[src/rtl/assert_macros.svh]
// Assertion macros used by qss_weighted_sum
`ifndef ASSERT_MACROS_SVH
`define ASSERT_MACROS_SVH

// Check that a condition holds at every clock edge outside reset
`define ASSERT_ALWAYS(label, clk, rst_n, cond, msg) \
    label: assert property (@(posedge clk) disable iff (!rst_n) (cond)) else $error(msg);

// Check that an antecedent implies a consequent at the same edge
`define ASSERT_IMPLY(label, clk, rst_n, ante, cons, msg) \
    label: assert property (@(posedge clk) disable iff (!rst_n) (ante) |-> (cons)) \
        else $error(msg);

// Check that an antecedent implies a consequent at the next edge
`define ASSERT_NEXT(label, clk, rst_n, ante, cons, msg) \
    label: assert property (@(posedge clk) disable iff (!rst_n) (ante) |=> (cons)) \
        else $error(msg);

`endif

[src/rtl/qss_mul.sv]
// ----------------------------------------------------------------------------
// qss_mul
// Registered signed 33x33 multiplier with floor shift by 16.
// ----------------------------------------------------------------------------
`timescale 1ns / 1ps
`default_nettype none
module qss_mul (
    input  wire logic               i_clk,
    input  wire logic signed [32:0] i_a,
    input  wire logic signed [32:0] i_b,
    output logic signed [49:0]      o_p
);
    logic signed [65:0] w_p;
    assign w_p = i_a * i_b;
    // arithmetic shift floors toward minus infinity
    always_ff @(posedge i_clk) begin
        o_p <= w_p[65:16];
    end
endmodule
`default_nettype wire

[config.mk]
export PLATFORM = sky130hd
export DESIGN_NAME = qss_mul
export DESIGN_NICKNAME = d
export VERILOG_FILES = /design/src/rtl/assert_macros.svh /design/src/rtl/qss_mul.sv
export SDC_FILE = /design/constraint.sdc
export NUM_CORES = 2
export LEC_CHECK = 0
export BUFFER_PORTS_ARGS = -buffer_cell sky130_fd_sc_hd__buf_4
export CORE_MARGIN = 8
export CORE_UTILIZATION = 55
export CTS_BUF_LIST = sky130_fd_sc_hd__clkbuf_4
export DETAILED_ROUTE_END_ITERATION = 10
export PLACE_DENSITY_LB_ADDON = 0.1
export SLEW_MARGIN = 20
export SYNTH_ARGS = -nofsm -noshare
export SYNTH_HDL_FRONTEND = slang
export SYNTH_SLANG_ARGS = --single-unit
[constraint.sdc]
create_clock -name i_clk -period 24.9 [get_ports i_clk]
set_clock_uncertainty 0.15 [all_clocks]
set_input_delay 4.98 -clock i_clk [delete_from_list [all_inputs] [get_ports i_clk]]
set_output_delay 4.98 -clock i_clk [all_outputs]
set_load 0.1 [all_outputs]
==> flow_summary.ini <==
[status]
status = completed

[layout]
stdcell_area_um2 = 41100
reg_top3 = o_p: 50 flops
diodes = 0
synthToLayoutAreaGrowth_pct = 3.37
regMostFlops = o_p
stdcell_count = 5126
fillCellCount = 6559
drive_gt1_share_pct = 3.47
nets = 5598
largest_register_ff_count = 50

[synth]
synth-seq-cells = 50
ys_types = 68
synth_area_leaders = fa_1 (58%), inv_1 (11%), and2_1 (8.7%)
yosysWarnings = 0
synth_adder_area_share_pct = 64.2
syn_area_per_cell_um2 = 9.34
ys.flop_type = dfxtp_1
syn_area_um2 = 39800
synth_top_family_by_area = adder cells
synthArstFlopShare_pct = 0
synth_top_cell_area_share_pct = 57.5
yosys.area_share.xor_xnor_pct = 1.25
synth_cells = 4263
yosysSeqAreaShare_pct = 2.51
yosysMostFrequentCell = fa_1
synth_edf_count = 0
synth_compound_area_share_pct = 3.46
synth_common_cells = fa_1 (1144), inv_1 (1130), and2_1 (554)
synth.net_count = 5686
muxShareOfSynthArea_pct = 0.107
synth_top_area_cell = fa_1
synthSimpleGateAreaFrac_pct = 15.8

[clock_tree]
clockBufferDepth = 2
cts_hold_buf = 0
cts.sinks = 50
cts_tree = built
cts_setup_buffers = 0
htree_levels = 2
clk_pin_slew_ns = 0.17
ctsResizeCount = 0
root_buffer = clkbuf_4
cts_made_buffers = 5

[placement]
dpl.cell_count = 5118
placed_cell_area_um2 = 41100
place_congestion = 0.907
io_buffers = 116
dp_hpwl_um = 87800

[sta]
post-route-period-util_pct = 52.2
report.final.slew_viol_count = 0
min_period_ns = 13.01
hold_viol_final = 0
clock.fmax_mhz = 76.9
rsz0062_at_grt = false
tightest_slew_ns = 0.993
tns_ns = 0
setup_viol = 0
max-slew-margin-rel_pct = 33.7

[setup_path]
crit_path_start_kind = primary input
worstPathArrival_ns = 13.19
path_class = in2reg
path_max_fanout = 33
crit_chain = buf_4 > nand2_1 > inv_1 > fa_1 > fa_1 > fa_1 > fa_1 > inv_1 > fa_1 > fa_1 > fa_1 > fa_1 > inv_1 > ha_1 > a21oi_1 > o221ai_1 > a21o_1 > a21o_1 > a21oi_1 > mux2_2 > a41o_1 > a221oi_1
end_kind = flip-flop
cpPeakStageDelay_ns = 1.26
cp_common_cell = fa_1
crit_required_ns = 25.08
cp_slowest_cell = fa_1

[grt]
first_global_vias = 30800
grt_max_degree = 34
gr-total-overflow = 0
grt_usage_pct = 26.8
antenna_found_initial = 2
grt_first_pass_wirelength_um = 171000

[routing]
wire_per_inst_um = 20.7
viasPerCell = 5.42
drt-initial-drc-count = 1473
drc = 0
drtPass1Iterations = 8
vias = 27800
ant_nets = 0
routed_wl_um = 106000

[floorplanning]
die_w_um = 285
initial_core_util_pct = 55.6
pin_count = 117
die_y_um = 285
rows = 98
design.core.area_um2 = 71600
fp.dieArea_um2 = 81200

[job]
drv_cap = 0

[worst_hold_path]
hold_class = in2reg
==> final cells by class <==
type | count | area, µm² | area share (%)
well taps | 950 | 1190 | 2.89
multi-input cells | 2868 | 33700 | 82.0
clock buffers | 5 | 37.5 | 0.0912
clock inverters | 3 | 28.8 | 0.0699
flip-flops and latches | 50 | 1000 | 2.43
inverters | 1130 | 4240 | 10.3
repair buffers | 120 | 901 | 2.19
==> final timing paths <==
path,slack (ns),end,startpoint,cells after the start
worst max-delay path,11.89,o_p[46],i_a[32],22
worst min-delay path,5.53,o_p[0],i_b[0],6
==> metrics by stage <==
step / setup slack [ns] / hold WS (ns) / utilization (%)
after floorplan: 12.36 / 5.43 / -
after global placement: 11.65 / 5.33 / 57.4
after detailed placement: 11.46 / 5.33 / 57.4
after CTS: 11.90 / 5.51 / 57.5
after global routing: 11.39 / 5.56 / 57.5
final: 11.89 / 5.53 / 57.5
==> routing by layer <==
| metal | share of wire, % | up-vias | global-route usage [%] |
|---|---|---|---|
| met5 | 0.012 | - | 0 |
| met4 | 4.6 | 2 | 9.96 |
| met3 | 4.8 | 239 | 2.90 |
| met2 | 54 | 875 | 49.2 |
| met1 | 37 | 14800 | 32.2 |
| li1 | - | 11900 | - |
==> cell usage in the layout (no fill, tap or decap), types with 7 or more instances in the layout <==
cell,count
fa_1,1144
nand3_1,14
and2_1,554
a21oi_1,63
and3_1,7
ha_1,212
nand2b_1,7
o21ai_0,28
inv_1,1130
nor2_1,71
a211oi_1,7
buf_4,120
a21o_1,28
xor2_1,20
xnor2_1,37
dfxtp_1,50
nand4_1,17
nor3_1,10
nand2_1,543
o21bai_1,10
==> critical path, delay by kind of cell <==
family          cells  cell delay, ns
simple gates        1            0.15
mux                 1            0.37
fa+ha+maj           9            5.42
compound gates      7            1.55
buf+inv             4            0.67
==> cell families after synthesis <==
| family | Yosys count |
|---|---|
| AO/OA/AOI/OAI | 200 |
| XOR/XNOR | 57 |
| adder cells (fa/ha/maj) | 1356 |
| buffers and inverters | 1345 |
| flip-flops | 50 |
| multiplexers | 4 |
| AND/OR/NAND/NOR | 1251 |
Power is left out: the tool's default activity adds up to more than one toggle a clock period on the data nets, which glitch-free logic cannot reach.
