===== src/rtl/assert_macros.svh =====
// Assertion macros used by qss_weighted_sum
`ifndef ASSERT_MACROS_SVH
`define ASSERT_MACROS_SVH

// Check that a condition holds at every clock edge outside reset
`define ASSERT_ALWAYS(label, clk, rst_n, cond, msg) \
    label: assert property (@(posedge clk) disable iff (!rst_n) (cond)) else $error(msg);

// Check that an antecedent implies a consequent at the same edge
`define ASSERT_IMPLY(label, clk, rst_n, ante, cons, msg) \
    label: assert property (@(posedge clk) disable iff (!rst_n) (ante) |-> (cons)) \
        else $error(msg);

// Check that an antecedent implies a consequent at the next edge
`define ASSERT_NEXT(label, clk, rst_n, ante, cons, msg) \
    label: assert property (@(posedge clk) disable iff (!rst_n) (ante) |=> (cons)) \
        else $error(msg);

`endif


===== src/rtl/qss_pkg.sv =====
// ----------------------------------------------------------------------------
// qss_pkg
// Shared types and constants of the quantized-state weighted sum.
// ----------------------------------------------------------------------------
`timescale 1ns / 1ps
`default_nettype none
package qss_pkg;
    localparam int NUM_INPUTS = 8;
    localparam int PORTS      = 8;
    localparam int PW         = 3;

    localparam logic [1:0] ORDER_ONE   = 2'd1;
    localparam logic [1:0] ORDER_TWO   = 2'd2;
    localparam logic [1:0] ORDER_THREE = 2'd3;

    typedef enum logic [3:0] {
        ST_IDLE,
        ST_RD,
        ST_M1,
        ST_M2,
        ST_M3,
        ST_M4,
        ST_WB,
        ST_G1,
        ST_G2,
        ST_G3,
        ST_NEXT,
        ST_OUT
    } t_state;

    // one coefficient triple of a port
    typedef struct packed {
        logic signed [31:0] value;
        logic signed [31:0] slope;
        logic signed [31:0] curve;
    } t_coef;

    function automatic logic signed [31:0] sat32(input logic signed [65:0] v);
        logic signed [31:0] r;
        if (v > 66'sd2147483647) r = 32'sh7fffffff;
        else if (v < -66'sd2147483648) r = 32'sh80000000;
        else r = v[31:0];
        return r;
    endfunction
endpackage
`default_nettype wire


===== src/rtl/qss_ram.sv =====
// ----------------------------------------------------------------------------
// qss_ram
// Coefficient store: one write and one read port, registered read.
// ----------------------------------------------------------------------------
`timescale 1ns / 1ps
`default_nettype none
module qss_ram (
    input  wire logic                 i_clk,
    input  wire logic                 i_we,
    input  wire logic [2:0]           i_waddr,
    input  wire qss_pkg::t_coef       i_wdata,
    input  wire logic [2:0]           i_raddr,
    output qss_pkg::t_coef            o_rdata
);
    import qss_pkg::*;
    t_coef r_mem [PORTS];
    always_ff @(posedge i_clk) begin
        if (i_we) r_mem[i_waddr] <= i_wdata;
        o_rdata <= r_mem[i_raddr];
    end
endmodule
`default_nettype wire


===== config.mk =====
export PLATFORM = sky130hd
export DESIGN_NAME = qss_ram
export DESIGN_NICKNAME = d
export VERILOG_FILES = /design/src/rtl/assert_macros.svh /design/src/rtl/qss_pkg.sv /design/src/rtl/qss_ram.sv
export SDC_FILE = /design/constraint.sdc
export NUM_CORES = 1
export LEC_CHECK = 0
export BUFFER_PORTS_ARGS = -buffer_cell sky130_fd_sc_hd__clkbuf_2
export CORE_MARGIN = 2
export CORE_UTILIZATION = 35
export DETAILED_ROUTE_END_ITERATION = 16
export GPL_ROUTABILITY_DRIVEN = 0
export SYNTH_ARGS = -nofsm -noshare
export SYNTH_HDL_FRONTEND = slang
export SYNTH_SLANG_ARGS = --single-unit
export TNS_END_PERCENT = 50

===== constraint.sdc =====
create_clock -name i_clk -period 19.9 [get_ports i_clk]
set_input_delay 3.98 -clock i_clk [delete_from_list [all_inputs] [get_ports i_clk]]
set_output_delay 3.98 -clock i_clk [all_outputs]
set_load 0.02 [all_outputs]

==> run metrics <==
Slew @ Worst Pin=1.06 ns; top post-synthesis cells by area=edfxtp_1 (75%), mux4_2 (14%), dfxtp_1 (6.2%), mux2_2 (3.5%), buf_6 (0.73%); Clock Skew=0.0237 ns; die area=90400 um^2; crit-path cells=buf_8 > buf_4 > buf_4 > mux4_2 > mux2_2; area fraction of the dominant cell type after synthesis=74.9%; Die Span Y=301 um; hold depth=2; clock share of power=41.9%; most frequent cell after synthesis=edfxtp_1; cts hold-fix bufs=0; Clk pin slew, worst setup/hold paths=0.06 ns; Total GRT Usage=13.8%; arrival time at the worst endpoint=7.07 ns; commonest cells in the netlist=edfxtp_1 (768), mux4_2 (192), dfxtp_1 (96), mux2_2 (96); fmax=152 MHz; hold path start=r_mem[7][75]$_DFFE_PP_; IO Pins=200; critical path class=in -> reg; Sink Count=864; global-route wire length before repair=91.6 mm; clock latency on the worst-skew pair=0.63 ns; Most common cell on crit path=buf_4; Slew HR=29.5%; die width=301 um; Switch Pwr=805 uW; number of fillers in the final layout=7578; RR Startpoint=r_mem[4][35]$_DFFE_PP_; synthesis-to-finish area growth=17.2%; Initial Utilization=35.4%; Hold WC Path Type=reg -> reg; final slew viol count=0; Synth cell types=12; CTS root buffer=clkbuf_16; WP data required=20.41 ns; layout net count=1581; crit-path max FO=76; Pwr Density=109 nW/um^2; 1st-pass router iterations=4; FF-to-FF setup slack=18.66 ns; largest net degree at the start of global routing=97; vias per cell=4.82; Mapped Avg Cell Area=25.3 um^2; synthesized net count=1323; min Tclk post-route=6.56 ns; post-route ant nets=0; crit path capture type=flip-flop; IO buf count=199; synth warn=0; sequential area share after synthesis=81.1%; WHS Endpoint=o_rdata[75]$_DFF_P_; vias in the first global route=14.2k; hpwl dp=32.1 mm; Most used DFF post-synth=edfxtp_1; number of synthesized flops with an enable pin=768; Switching Share=20.5%; Max stage delay cell, worst path=buf_4; post-CTS setup buffer count=0; Internal=3.12 mW; CTS Buf Count=90; Rows=108; DRT Wirelength=61.9 mm; CTS max path bufs=3; PostCTS Resize Cnt=0; # Max-Cap Violations=0; Combinational Power Share=5.3%; Hold Violations, Final=0; DR vias=13.0k; Flop pwr share=52.8%; final setup violation count=0; drc violations=0; period utilization=33.0%; peak supply drop=0.0831 mV; Async SR Flop Fraction=0%; status=completed; Crit Reg-Reg Endpoint=o_rdata[35]$_DFF_P_; Seq cells post-synth=864; setup TNS=0 ns; core box area=87000 um^2; Routed WL per cell=22.9 um; Setup crit start kind=input port; Post-Synthesis Cells=1219; depth of the CTS H-tree=3; area leader, netlist=edfxtp_1; Worst path max stage delay=0.72 ns; GRT Residual Overflow=0; RSZ-0062 raised after global routing=false; R2R cell count=2; initial antenna violation count=9; layout cells sized above 1=41.9%; mapped cell area=30800 um^2; DR iter-0 viols=815; WHS=0.667 ns; P_leak=11.8 nW; CTS tree=built
## layout by cell type (no fill, tap or decap), types with 3 or more instances in the layout
master,n
edfxtp_1,768
clkbuf_2,196
mux4_2,192
mux2_2,96
dfxtp_1,96
clkbuf_16,92
clkbuf_1,23
buf_4,20
clkbuf_8,15
clkinv_1,9
clkinv_2,9
nor2_4,6
clkinvlp_4,6
bufinv_16,6
nand2b_1,3
inv_6,3
## cells by family (layout without fill, tap and decap cells)
kind of cell,count (synthesis),count (layout),synth area share (%)
buffers and inverters,54,385,1.16
muxes,288,288,17.5
other,0,2,0
and+or+nand+nor,13,13,0.191
DFF,864,864,81.1
## through the flow
step	setup WS (ns)	power, mW	utilization, %	cells	cell area (um^2)
2_1_floorplan	8.58	2.24	-	1219	30800
3_3_place_gp	12.57	2.32	38.1	2540	33100
3_5_place_dp	12.56	2.33	38.1	2540	33100
4_1_cts	13.23	3.98	41.5	2705	36100
5_1_grt	13.02	4.06	41.5	2706	36100
6_report	13.34	3.92	41.5	2707	36100
## state kept, by name, summed over array words and instances (netlist names)
register  count
r_mem       768
o_rdata      96
## cell type report
class                           count  area, um^2  area share [%]
Timing Repair Buffer              220        1200            3.32
Antenna cell                        2        5.00          0.0139
Clock buffer                      129        2580            7.15
Sequential cell                   864       25000            69.2
Clock inverter                     36         364            1.01
Tap cell                         1155        1450            4.00
Multi-Input combinational cell    301        5520            15.3
## worst max-delay path, delay by kind of cell
| kind | cells | cell delay [ns] |
|---|---|---|
| buf+inv | 3 | 2.06 |
| mux | 2 | 0.87 |
## power by group through the flow
stage / sequential, mW / combinational [mW] / clock, mW
after global routing: 2.08 / 0.227 / 1.76
after CTS: 2.07 / 0.217 / 1.69
after floorplan: 2.13 / 0.107 / 0
after detailed placement: 2.11 / 0.216 / 0
final: 2.07 / 0.210 / 1.64
after global placement: 2.11 / 0.213 / 0
## metal layers
| layer | GRT usage [%] | vias to the layer above | share of wire (%) |
|---|---|---|---|
| met4 | 4.23 | 16 | 2.3 |
| met2 | 23.9 | 266 | 51 |
| met1 | 17.2 | 6953 | 41 |
| met5 | 0 | - | 0.17 |
| met3 | 3.51 | 114 | 5.3 |
| li1 | - | 5690 | - |
## how the worst max path moves through the flow
stage / slack [ns] / depth (start not counted) / startpoint / endpoint
floorplan: 8.58 / 2 / i_waddr[2] / r_mem[0][0]$_DFFE_PP_
global placement: 12.57 / 5 / i_raddr[0] / o_rdata[70]$_DFF_P_
detailed placement: 12.56 / 5 / i_raddr[0] / o_rdata[60]$_DFF_P_
CTS: 13.23 / 5 / i_raddr[0] / o_rdata[63]$_DFF_P_
global route: 13.02 / 5 / i_raddr[0] / o_rdata[70]$_DFF_P_
finish: 13.34 / 5 / i_raddr[0] / o_rdata[55]$_DFF_P_
(Power assumes the default switching activity.)
